File: src/rtl/ddo_pkg.sv
`default_nettype none
package ddo_pkg;
    localparam int TableLen = 30;
    localparam logic signed [63:0] GainQ30 = 64'sd652032875;
    localparam logic [31:0] RadToTurnQ16 = 32'd683565276;
    localparam logic [63:0] SpeedLimitIn = 64'd17592186044416;
    localparam logic [19:0] UsPerSec = 20'd1000000;

    localparam logic [2:0] CfgTickToDist = 3'd0;
    localparam logic [2:0] CfgTickToAngle = 3'd1;
    localparam logic [2:0] CfgStartX = 3'd2;
    localparam logic [2:0] CfgStartY = 3'd3;
    localparam logic [2:0] CfgStartHead = 3'd4;

    function automatic logic [31:0] atan_turn(input logic [4:0] i);
        logic [31:0] r;
        begin
            case (i)
                5'd0: r = 32'h20000000;  5'd1: r = 32'h12E4051E;
                5'd2: r = 32'h09FB385B;  5'd3: r = 32'h051111D4;
                5'd4: r = 32'h028B0D43;  5'd5: r = 32'h0145D7E1;
                5'd6: r = 32'h00A2F61E;  5'd7: r = 32'h00517C55;
                5'd8: r = 32'h0028BE53;  5'd9: r = 32'h00145F2F;
                5'd10: r = 32'h000A2F98; 5'd11: r = 32'h000517CC;
                5'd12: r = 32'h00028BE6; 5'd13: r = 32'h000145F3;
                5'd14: r = 32'h0000A2FA; 5'd15: r = 32'h0000517D;
                5'd16: r = 32'h000028BE; 5'd17: r = 32'h0000145F;
                5'd18: r = 32'h00000A30; 5'd19: r = 32'h00000518;
                5'd20: r = 32'h0000028C; 5'd21: r = 32'h00000146;
                5'd22: r = 32'h000000A3; 5'd23: r = 32'h00000051;
                5'd24: r = 32'h00000029; 5'd25: r = 32'h00000014;
                5'd26: r = 32'h0000000A; 5'd27: r = 32'h00000005;
                5'd28: r = 32'h00000003; 5'd29: r = 32'h00000001;
                default: r = 32'h0;
            endcase
            return r;
        end
    endfunction

    function automatic logic signed [31:0] sat32(input logic signed [65:0] v);
        logic signed [31:0] r;
        begin
            if (v > 66'sh7FFFFFFF) r = 32'sh7FFFFFFF;
            else if (v < -66'sh80000000) r = -32'sh80000000;
            else r = v[31:0];
            return r;
        end
    endfunction

    typedef enum logic [10:0] {
        S_IDLE  = 11'b00000000001,
        S_MUL1  = 11'b00000000010,
        S_MUL2  = 11'b00000000100,
        S_PH    = 11'b00000001000,
        S_CORD  = 11'b00000010000,
        S_MX    = 11'b00000100000,
        S_MY    = 11'b00001000000,
        S_DIVST = 11'b00010000000,
        S_DIV   = 11'b00100000000,
        S_DIVEN = 11'b01000000000,
        S_OUT   = 11'b10000000000
    } t_state;

    typedef struct packed {
        logic        start;
        logic [63:0] num;
        logic [23:0] den;
    } t_div_req;

    typedef struct packed {
        logic        done;
        logic [63:0] quo;
    } t_div_rsp;
endpackage
`default_nettype wire

File: src/rtl/ddo_div.sv
`default_nettype none
// restoring divider, one quotient bit per cycle, 64 quotient bits
module ddo_div (
    input  wire logic              i_clk,
    input  wire logic              i_rst_n,
    input  wire ddo_pkg::t_div_req i_req,
    output ddo_pkg::t_div_rsp      o_rsp
);
    logic [63:0] r_q, n_q;
    logic [24:0] r_rem, n_rem;
    logic [23:0] r_den;
    logic [6:0]  r_cnt;
    logic        r_busy;
    logic        r_done;
    logic [24:0] w_sh;

    always_comb begin
        w_sh  = {r_rem[23:0], r_q[63]};
        n_q   = {r_q[62:0], 1'b0};
        n_rem = w_sh;
        if (w_sh >= {1'b0, r_den}) begin
            n_rem = w_sh - {1'b0, r_den};
            n_q[0] = 1'b1;
        end
    end

    always_ff @(posedge i_clk) begin
        if (!i_rst_n) begin
            r_busy <= 1'b0;
            r_cnt  <= '0;
            r_done <= 1'b0;
        end else begin
            r_done <= 1'b0;
            if (i_req.start) begin
                r_q <= i_req.num; r_rem <= '0; r_den <= i_req.den;
                r_cnt <= 7'd64; r_busy <= 1'b1;
            end else if (r_busy) begin
                r_q <= n_q; r_rem <= n_rem;
                r_cnt <= r_cnt - 7'd1;
                if (r_cnt == 7'd1) begin
                    r_busy <= 1'b0;
                    r_done <= 1'b1;
                end
            end
        end
    end
    assign o_rsp = {r_done, r_q};
endmodule
`default_nettype wire

File: config.mk
export PLATFORM = sky130hd
export DESIGN_NAME = ddo_div
export DESIGN_NICKNAME = d
export VERILOG_FILES = /design/src/rtl/ddo_pkg.sv /design/src/rtl/ddo_div.sv
export SDC_FILE = /design/constraint.sdc
export NUM_CORES = 1
export LEC_CHECK = 0
export BUFFER_PORTS_ARGS = -buffer_cell sky130_fd_sc_hd__buf_2
export CORE_UTILIZATION = 58
export DETAILED_ROUTE_END_ITERATION = 8
export GPL_ROUTABILITY_DRIVEN = 0
export PLACE_DENSITY = 0.83
export SYNTH_ARGS = -nofsm -noshare
export SYNTH_HDL_FRONTEND = slang
export SYNTH_SLANG_ARGS = --single-unit
File: constraint.sdc
create_clock -name i_clk -period 8.6 [get_ports i_clk]
set_clock_uncertainty 0.2 [all_clocks]
set_input_delay 1.72 -clock i_clk [delete_from_list [all_inputs] [get_ports i_clk]]
set_output_delay 1.72 -clock i_clk [all_outputs]
set_load 0.005 [all_outputs]
==> results of run 1 <==
[cells by family after synthesis]
logic type,Yosys count
fa+ha+maj,27
compound gates,117
flops,121
buf+inv,56
mux,64
xor+xnor,19
simple gates,121
[worst max-delay path: cells and delay by family]
kind / cells / cell delay, ns
compound gates: 1 / 0.58
buf+inv: 2 / 1.34
[stage by stage]
step	area (um2)	hold WS, ns	util	power, mW
global route	7860	0.340	0.722	1.80
global placement	7310	0.279	0.672	1.06
finish	7860	0.313	0.722	1.74
floorplan	6480	0.269	-	0.979
detailed placement	7310	0.312	0.672	1.07
CTS	7860	0.317	0.722	1.74
[final cells by class]
type	count	area (um2)
Sequential cell	121	3540
Fill cell	719	3030
Multi-Input combinational cell	348	2680
Timing Repair Buffer	157	793
Clock buffer	19	422
Tap cell	140	175
Clock inverter	12	126
Inverter	32	120
[Yosys cell counts (4+ instances only)]
master / n
o22ai_1: 4
edfxtp_1: 112
nand2_1: 31
dfxtp_1: 9
nor3_1: 11
inv_1: 31
nor4_1: 5
o21ai_0: 18
o211ai_1: 8
a31oi_1: 4
a21oi_1: 34
xnor2_1: 9
nand2b_1: 4
a21o_1: 6
mux2_2: 63
xor2_1: 10
ha_1: 26
a211oi_1: 7
o21a_1: 4
clkbuf_1: 10
nor2_1: 25
nand3_1: 21
[registers in the layout, indices dropped and copies added (netlist names)]
name    cells
r_cnt       7
r_rem      24
r_den      24
r_busy      1
r_q        64
r_done      1
[worst paths after layout]
check             slack (ns)                 endpoint
setup / recovery        4.85        r_q[14]$_DFFE_PP_
hold / removal          0.31    r_cnt[1]$_SDFFE_PP0P_
setup reg to reg        5.20  r_rem[20]$_SDFFCE_PP0P_
hold reg to reg         0.31    r_cnt[1]$_SDFFE_PP0P_
[per-layer routing]
layer,track usage,vias to the layer above,share of wire
li1,-,2306,-
met1,0.332,2308,0.40
met2,0.447,208,0.49
met3,0.0932,30,0.082
met4,0.121,0,0.026
met5,0,-,0
[power breakdown]
part / internal, mW / switching (mW)
logic: 0.147 / 0.195
registers: 0.703 / 0.0259
clock network: 0.409 / 0.257
total: 1.26 / 0.478
==> summary.md, run 1 <==
| Metric | Value |
|---|---|
| # diodes | 0 |
| Worst IR Drop VDD | 0.171 mV |
| DRC viols | 0 |
| Status | finished, final reports clean |
| Critical R2R Launch | r_q[63]$_DFFE_PP_ |
| Hold Crit Start | r_cnt[1]$_SDFFE_PP0P_ |
| Synthesized area | 6480 um2 |
| Fmax | 0.266 GHz |
| Largest family of logic cells by synthesized area | compound AO/OA/AOI/OAI gates |
| Die height | 108 um |
| Synth Register Bits | 121 |
| PortBufs | 155 |
| Antenna violations before repair | 0 |
| Placed cells | 798 |
| Post-Syn Instances | 525 |
| CTS tree | yes |
| Min cycle time layout | 3.75 ns |
| Share of cells above drive strength 1 | 0.385 |
| DRT Wirelength | 15.2 mm |
| Slew margin rel. | 0.312 |
| Initial Util | 0.595 |
| Largest fanout on the critical path | 86 |
| Netlist cell types | 70 |
| Cell mode on critical path | buf_4 |
| Post-synth top area cell | edfxtp_1 |
| Clk root buf | clkbuf_8 |
| Worst setup EP type | flip-flop |
| Post-CTS Hold Buffers | 0 |
| Critical Path RT | 8.56 ns |
| Most frequent cells in the layout | buf_2 (154), edfxtp_1 (112), mux2_2 (63) |
| HPWL Detailed | 10.3 mm |
| TritonCTS Buffers | 17 |
| Io pins | 156 |
| Area growth from synthesis to final layout | 21.3% |
| # nets final | 795 |
| CORE AREA | 10,900 um2 |
| Synthesized Nets | 643 |
| Reg2Reg Depth | 11 |
| Worst path arrival time | 3.71 ns |
| Worst Hold Depth | 2 |
| Post-Synth Adder-Cell Area | 0.0533 |
| Global-route wire length before repair | 23.9 mm |
| Xor/xnor share of the synthesized area | 0.0257 |
| Number of global-route vias before repair | 4,783 |
| Row cnt | 38 |
| Mux cell area share after synthesis | 0.112 |
| Number of synthesized flops with an enable pin | 112 |
| Routed len/inst | 18.4 um |
| Sequential share of the synthesized area | 0.547 |
| Clk buf depth | 2 |
| Post-synthesis simple-gate area fraction | 0.0936 |
| GRT Overall Usage | 0.275 |
| # Post-CTS Setup Buffers | 0 |
| Final setup viols | 0 |
| Final hold vios | 0 |
| Via density | 5.85 |
| Skew-Pair Late Insertion Delay | 0.52 ns |
| Setup WS post-layout | 4.85 ns |
| Critical path launch point type | input port |
| Post-route clock period utilization | 0.436 |
| Share of the synthesized area in the top cell type | 0.519 |
| Synth top area cells | edfxtp_1 (52%), mux2_2 (11%), ha_1 (5.0%) |
| Crit Path Category | input port to flip-flop |
| YS warnings | 0 |
| H-Tree Level Count | 4 |
| Clock transition at path regs | 0.06 ns |
| Pwr dens | 221 nW/um2 |
| Unrepaired setup endpoints after global routing | no |
| Synth Flop Type | edfxtp_1 |
| Die area | 11,600 um2 |
| First DRT Iteration DRCs | 334 |
| Max Cap Viol | 0 |
| Setup tns final | 0 ns |
| Drt first pass iters | 5 |
| Async S/R FF share, synth | 0 |
| Slew Viols, Final | 0 |
| Grt ovf | 0 |
| Compound-cell area share of the yosys netlist | 0.128 |
| Synth Area per Inst | 12.3 um2 |
| Final ANT Viol Nets | 0 |
| Commonest non-fill, non-tap cell in the layout | buf_2 |
| Die width | 108 um |
| Worst Tran Pin Value | 1.03 ns |
| Vias post-DR | 4,852 |
| CTS resizes | 0 |
| Post-Place Setup Slack | 4.28 ns |
| Crit path largest cell delay | 0.72 ns |
| Critical path origin | i_req[88] |
| CP cell instances | buf_4, o21a_4, buf_4 |
| Largest net degree at the start of global routing | 87 |
| Final std cells w/o fill | 829 |
| Critical-path top delay cell | buf_4 |
| LEAKAGE | 3.17 nW |
| Worst Hold Class | flip-flop to flip-flop |
| Clock sink total | 121 |
Power figures use the tool's default switching activity.
==> inputs of run 2 (changes only) <==
- CORE_UTILIZATION: 58 -> 54
- PLACE_DENSITY: 0.83 -> 0.77
- clock period: 8.6 -> 3.9 ns (I/O delays scaled with it)
==> run 2 against run 1 <==
Compared with the run above:
- the run now ends with design-rule violations left
- core utilization fell by 3.9 points
- total power increased by 120%
- via count is 0.37% higher
- die area up 7.3%
- combinational power up 120%
- final area is 0.46% higher
- register-to-register slack got worse by 4.5 ns
- sequential share of layout area down 0.21 points
- setup slack got worse by 4.1 ns
==> summary.md, run 2 (synthesis gave the netlist of run 1 again) <==
| Metric | Value |
|---|---|
| Die width | 112 um (+3.6%) |
| Row cnt | 39 (+2.6%) |
| Min cycle time layout | 3.18 ns |
| Fmax | 0.315 GHz |
| Unrepaired setup endpoints after global routing | no |
| Critical-path top delay cell | o2111a_1 |
| H-Tree Level Count | 4 (unchanged) |
| Net Switching | 1.05 mW (+120%) |
| Final ANT Viol Nets | 0 (unchanged) |
| Worst IR Drop VDD | 0.314 mV (+83%) |
| Reg2Reg Depth | 8 (-3) |
| Post-route clock period utilization | 0.815 |
| Via density | 5.82 (-0.59%) |
| Final std cells w/o fill | 837 (+0.97%) |
| Slew margin rel. | 0.501 (+0.189) |
| Clk network pwr share | 0.380 (-0.004) |
| GRT Overall Usage | 0.250 (-0.0253) |
| CORE AREA | 11,600 um2 (+6.2%) |
| DRT Wirelength | 14.9 mm (-2.3%) |
| First DRT Iteration DRCs | 330 (-1.2%) |
| Worst Hold Depth | 2 (unchanged) |
| Placed cells | 805 (+0.88%) |
| Largest fanout on the critical path | 20 (-77%) |
| Max Cap Viol | 0 (unchanged) |
| Reg2reg end | r_rem[23]$_SDFFCE_PP0P_ |
| Slew Viols, Final | 0 (unchanged) |
| Global-route wire length before repair | 24.1 mm (+0.43%) |
| Antenna violations before repair | 0 (unchanged) |
| Final hold vios | 0 (unchanged) |
| CP cell instances | ha_1, nand3_1, a21oi_1, o31ai_2, a31oi_4, o2111a_1, o21ai_2, o32ai_1 |
| Worst Tran Pin Value | 0.749 ns (-0.284 ns) |
| Hold Crit Start | r_cnt[1]$_SDFFE_PP0P_ |
| Internal | 2.74 mW (+120%) |
| Clk root buf | clkbuf_16 |
| Clock sink total | 121 (unchanged) |
| Switching share of power | 0.276 (+0.00129) |
| Critical path launch point type | flip-flop |
| # nets final | 799 (+0.50%) |
| Placed cell area | 7360 um2 (+0.63%) |
| Clock transition at path regs | 0.05 ns (about the same) |
| Total Power | 3.79 mW (+120%) |
| Commonest non-fill, non-tap cell in the layout | buf_2 |
| HPWL Detailed | 10.5 mm (+1.8%) |
| # diodes | 0 (unchanged) |
| Die area | 12,400 um2 (+7.3%) |
| Design area | 7900 um2 (+0.46%) |
| Top flop regs | r_q x64, r_den x24, r_rem x24 |
| Area growth from synthesis to final layout | 21.8% |
| Logic pwr share | 0.198 (about the same) |
| Seq pwr share | 0.422 (+0.002) |
| R2R setup slack | 0.72 ns (-4.48 ns) |
| TritonCTS Buffers | 17 (unchanged) |
| Failing checks | design-rule violations |
| Share of cells above drive strength 1 | 0.389 (+0.00443) |
| Drt first pass iters | 6 (+1) |
| DRC viols | 2 (+2) |
| Pwr dens | 480 nW/um2 (+120%) |
| Io pins | 156 (unchanged) |
| Die height | 112 um (+3.6%) |
| CTS tree | yes |
| Grt ovf | 0 (unchanged) |
| Routed len/inst | 17.8 um (-3.2%) |
| LEAKAGE | 3.19 nW (+0.55%) |
| Setup tns final | 0 ns (unchanged) |
| Clk buf depth | 2 (unchanged) |
| Final setup viols | 0 (unchanged) |
| Crit Path Category | flip-flop to flip-flop |
| Skew-Pair Late Insertion Delay | 0.42 ns (-0.10 ns) |
| PortBufs | 155 (unchanged) |
| Most frequent cells in the layout | buf_2 (154), edfxtp_1 (112), mux2_2 (63) |
| Crit path largest cell delay | 0.70 ns (-0.02 ns) |
| Initial Util | 0.561 (-0.0349) |
| Worst setup EP type | flip-flop |
| Worst Hold Class | flip-flop to flip-flop |
| Largest net degree at the start of global routing | 47 (-46%) |
| CTS resizes | 0 (unchanged) |
| Critical R2R Launch | r_rem[2]$_SDFFCE_PP0P_ |
| Max reg flops | 64 (unchanged) |
| Critical Path RT | 3.94 ns (-4.62 ns) |
| Hold EP | r_cnt[1]$_SDFFE_PP0P_ |
| Post-CTS Hold Buffers | 0 (unchanged) |
| Status | complete, but fails checks |
| Biggest register | r_q |
| Worst path arrival time | 3.22 ns (-0.49 ns) |
| Vias post-DR | 4,870 (+0.37%) |
| # Post-CTS Setup Buffers | 0 (unchanged) |
| Number of global-route vias before repair | 4,906 (+2.6%) |
==> run 2: cell count changes in the layout (fill, tap and decap cells not counted) <==
cell / before / now
clkinvlp_4: 3 / 4
bufinv_16: 2 / 1
inv_6: 2 / 1
clkinv_2: 2 / 4
clkbuf_16: 16 / 17
buf_4: 3 / 6
buf_12: 0 / 1
clkbuf_8: 1 / 0
==> run 2: metrics by stage <==
| step | utilization | hold slack, ns | setup slack (ns) |
|---|---|---|---|
| global placement | 0.636 | 0.277 | 0.852 |
| detailed placement | 0.636 | 0.301 | 0.783 |
| CTS | 0.683 | 0.315 | 0.767 |
| floorplan | - | 0.269 | 0.127 |
| finish | 0.683 | 0.319 | 0.720 |
| global route | 0.683 | 0.317 | 0.491 |
==> run 2: worst max-delay path: cells and delay by family (launching register included) <==
kind | cells | cell delay (ns)
adder cells (fa/ha/maj) | 1 | 0.39
AO/OA/AOI/OAI | 6 | 1.87
AND/OR/NAND/NOR | 1 | 0.13
flip-flops | 1 | 0.40
==> run 2: layout make-up <==
cell class | instances | area (um2)
Sequential cell | 121 | 3540
Inverter | 32 | 120
Fill cell | 822 | 3670
Timing Repair Buffer | 161 | 836
Multi-Input combinational cell | 348 | 2680
Clock buffer | 19 | 433
Tap cell | 143 | 179
Clock inverter | 13 | 105
==> run 2: routing by layer <==
metal  vias to the layer above  part of all wire  global-route usage
li1                       2310                 -                   -
met1                      2314              0.40               0.293
met2                       219              0.49               0.415
met3                        27             0.087              0.0920
met4                         0             0.021               0.108
met5                         -                 0                   0
==> run 2: power by group through the flow <==
stage          registers, mW  clock network (mW)  logic (mW)
2_1_floorplan           1.62                   0       0.536
3_3_place_gp            1.62                   0       0.721
3_5_place_dp            1.62                   0       0.743
4_1_cts                 1.60                1.45       0.746
5_1_grt                 1.61                1.51       0.826
6_report                1.60                1.44       0.752
==> run 2: how the worst max path moves through the flow <==
stage	start	slack, ns	end
floorplan	i_req[88]	0.13	r_q[0]$_DFFE_PP_
global placement	r_rem[19]$_SDFFCE_PP0P_	0.85	r_q[0]$_DFFE_PP_
detailed placement	r_rem[2]$_SDFFCE_PP0P_	0.78	r_rem[23]$_SDFFCE_PP0P_
CTS	r_rem[2]$_SDFFCE_PP0P_	0.77	r_rem[23]$_SDFFCE_PP0P_
global route	r_q[63]$_DFFE_PP_	0.49	r_rem[20]$_SDFFCE_PP0P_
finish	r_rem[2]$_SDFFCE_PP0P_	0.72	r_rem[23]$_SDFFCE_PP0P_
==> inputs of run 3 (changes only) <==
- clock period: 3.9 -> 3.16 ns (I/O delays scaled with it)
==> run 3 against run 2 <==
Compared with the run above:
- the flow still finishes with violations (design-rule violations)
- critical path depth grew 1
- total power is 32% higher
- fmax grew 6.2%
- setup slack got worse by 0.55 ns
- register-to-register slack worse by 0.55 ns
- clock power up 44%
- critical path type unchanged
- count of clock-buffer cells in the layout unchanged
- highest routed layer unchanged
- sequential power is 23% higher
==> summary.md, run 3 (synthesis gave the netlist of run 1 again) <==
| Metric | Value |
|---|---|
| Status | complete, but fails checks |
| Failing checks | design-rule violations |
| Final setup viols | 0 (unchanged) |
| Global-route wire length before repair | 24.0 mm (about the same) |
| DRC viols | 2 (unchanged) |
| Drt first pass iters | 7 (+1) |
| PortBufs | 155 (unchanged) |
| Crit Path Category | flip-flop to flip-flop |
| Die height | 112 um (unchanged) |
| Critical path launch point type | flip-flop |
| Vias post-DR | 4,861 (-0.18%) |
| Fin util | 0.698 (+0.0150) |
| Worst IR Drop VDD | 0.531 mV (+69%) |
| Antenna violations before repair | 0 (unchanged) |
| Area growth from synthesis to final layout | 24.5% |
| Via density | 5.78 (-0.66%) |
| GRT Overall Usage | 0.246 (-0.00374) |
| Slew Viols, Final | 0 (unchanged) |
| Largest fanout on the critical path | 10 (-50%) |
| DRT Wirelength | 14.8 mm (-0.66%) |
| Max Cap Viol | 0 (unchanged) |
| Clk root buf | clkbuf_16 |
| Final ANT Viol Nets | 0 (unchanged) |
| Initial Util | 0.561 (unchanged) |
| # nets final | 803 (+0.50%) |
| Io pins | 156 (unchanged) |
| Setup tns final | 0 ns (unchanged) |
| TritonCTS Buffers | 17 (unchanged) |
| Total Power | 5.01 mW (+32%) |
| Worst Tran Pin Value | 0.611 ns (-0.138 ns) |
| Post-route clock period utilization | 0.947 (+0.132) |
| H-Tree Level Count | 4 (unchanged) |
| Worst path arrival time | 2.97 ns (-0.25 ns) |
| Grt ovf | 0 (unchanged) |
| Clock transition at path regs | 0.06 ns (about the same) |
| # diodes | 0 (unchanged) |
| Die area | 12,400 um2 (unchanged) |
| Critical Path RT | 3.13 ns (-0.81 ns) |
| HPWL Detailed | 10.2 mm (-2.6%) |
| Share of cells above drive strength 1 | 0.398 (+0.00923) |
| Routed len/inst | 17.6 um (-1.1%) |
| Row cnt | 39 (unchanged) |
| LEAKAGE | 3.27 nW (+2.5%) |
| Post-CTS Hold Buffers | 0 (unchanged) |
| Max reg flops | 64 (unchanged) |
| Largest net degree at the start of global routing | 89 (+89%) |
| Pwr dens | 621 nW/um2 (+29%) |
| Top flop regs | r_q x64, r_den x24, r_rem x24 |
| Number of global-route vias before repair | 4,992 (+1.8%) |
| Min cycle time layout | 2.99 ns (-0.186 ns) |
| Clock sink total | 121 (unchanged) |
| Slew margin rel. | 0.590 (+0.0892) |
| Clk buf depth | 2 (unchanged) |
| Biggest register | r_q |
| Final hold vios | 0 (unchanged) |
| Worst setup EP type | flip-flop |
| Unrepaired setup endpoints after global routing | no |
| Most frequent cells in the layout | buf_2 (154), edfxtp_1 (112), mux2_2 (63) |
| # Post-CTS Setup Buffers | 0 (unchanged) |
| Commonest non-fill, non-tap cell in the layout | buf_2 |
| CTS tree | yes |
| Skew-Pair Late Insertion Delay | 0.42 ns (about the same) |
| CORE AREA | 11,600 um2 (unchanged) |
| Die width | 112 um (unchanged) |
| Fill count | 808 (-1.7%) |
| Fmax | 0.334 GHz (+6.2%) |
| Worst Hold Class | input port to flip-flop |
| First DRT Iteration DRCs | 263 (-20%) |
run 3: report_power, final:
part	switching, mW	internal [mW]	total, mW
clock	0.691	1.39	2.08
combinational	0.535	0.419	0.954
sequential	0.0614	1.91	1.97
run 3: critical path: stages, from the launching register on:
cell	delay [ns]
edfxtp_1	0.40
ha_1	0.39
nand3_1	0.16
a21oi_1	0.11
o31ai_2	0.44
a31oi_4	0.19
o2111a_1	0.32
buf_4	0.20
o211ai_1	0.24
a21oi_1	0.10
run 3: path summary, 6_finish.rpt:
path	from	endpoint	slack [ns]	depth (start not counted)
hold / removal	i_req[14]	r_den[14]$_DFFE_PP_	0.18	1
setup reg to reg	r_rem[2]$_SDFFCE_PP0P_	r_rem[15]$_SDFFCE_PP0P_	0.17	9
hold reg to reg	r_cnt[1]$_SDFFE_PP0P_	r_cnt[1]$_SDFFE_PP0P_	0.30	2
setup / recovery	r_rem[2]$_SDFFCE_PP0P_	r_rem[15]$_SDFFCE_PP0P_	0.17	9
run 3: cell type report:
| class | instances | area, um2 | area share |
|---|---|---|---|
| clock buffers | 19 | 433 | 0.0536 |
| clock inverters | 13 | 201 | 0.0250 |
| inverters | 32 | 120 | 0.0149 |
| multi-input cells | 348 | 2720 | 0.337 |
| flip-flops and latches | 121 | 3540 | 0.439 |
| well taps | 143 | 179 | 0.0222 |
| repair buffers | 165 | 878 | 0.109 |
run 3: stage by stage:
step | worst slack [ns] | hold slack, ns | cell area [um2] | cells
6_report | 0.167 | 0.179 | 8070 | 841
5_1_grt | 0.0321 | 0.174 | 8070 | 841
4_1_cts | 0.0341 | 0.174 | 8040 | 841
3_5_place_dp | 0.0562 | 0.296 | 7400 | 809
3_3_place_gp | 0.154 | 0.278 | 7400 | 809
2_1_floorplan | 0.387 | 0.269 | 6480 | 525
run 3: repair_timing:
| action | in CTS | in global routing |
|---|---|---|
| resized for setup | 0 | 5 |
| endpoints found under the hold margin | 0 | 0 |
| setup endpoints to repair | 0 | 5 |
run 3: metal layers:
metal	routed length, um	track usage	share of wire
met1	6090	0.296	0.41
met4	301	0.100	0.020
met3	1120	0.0860	0.076
met2	7270	0.405	0.49
met5	0	0	0
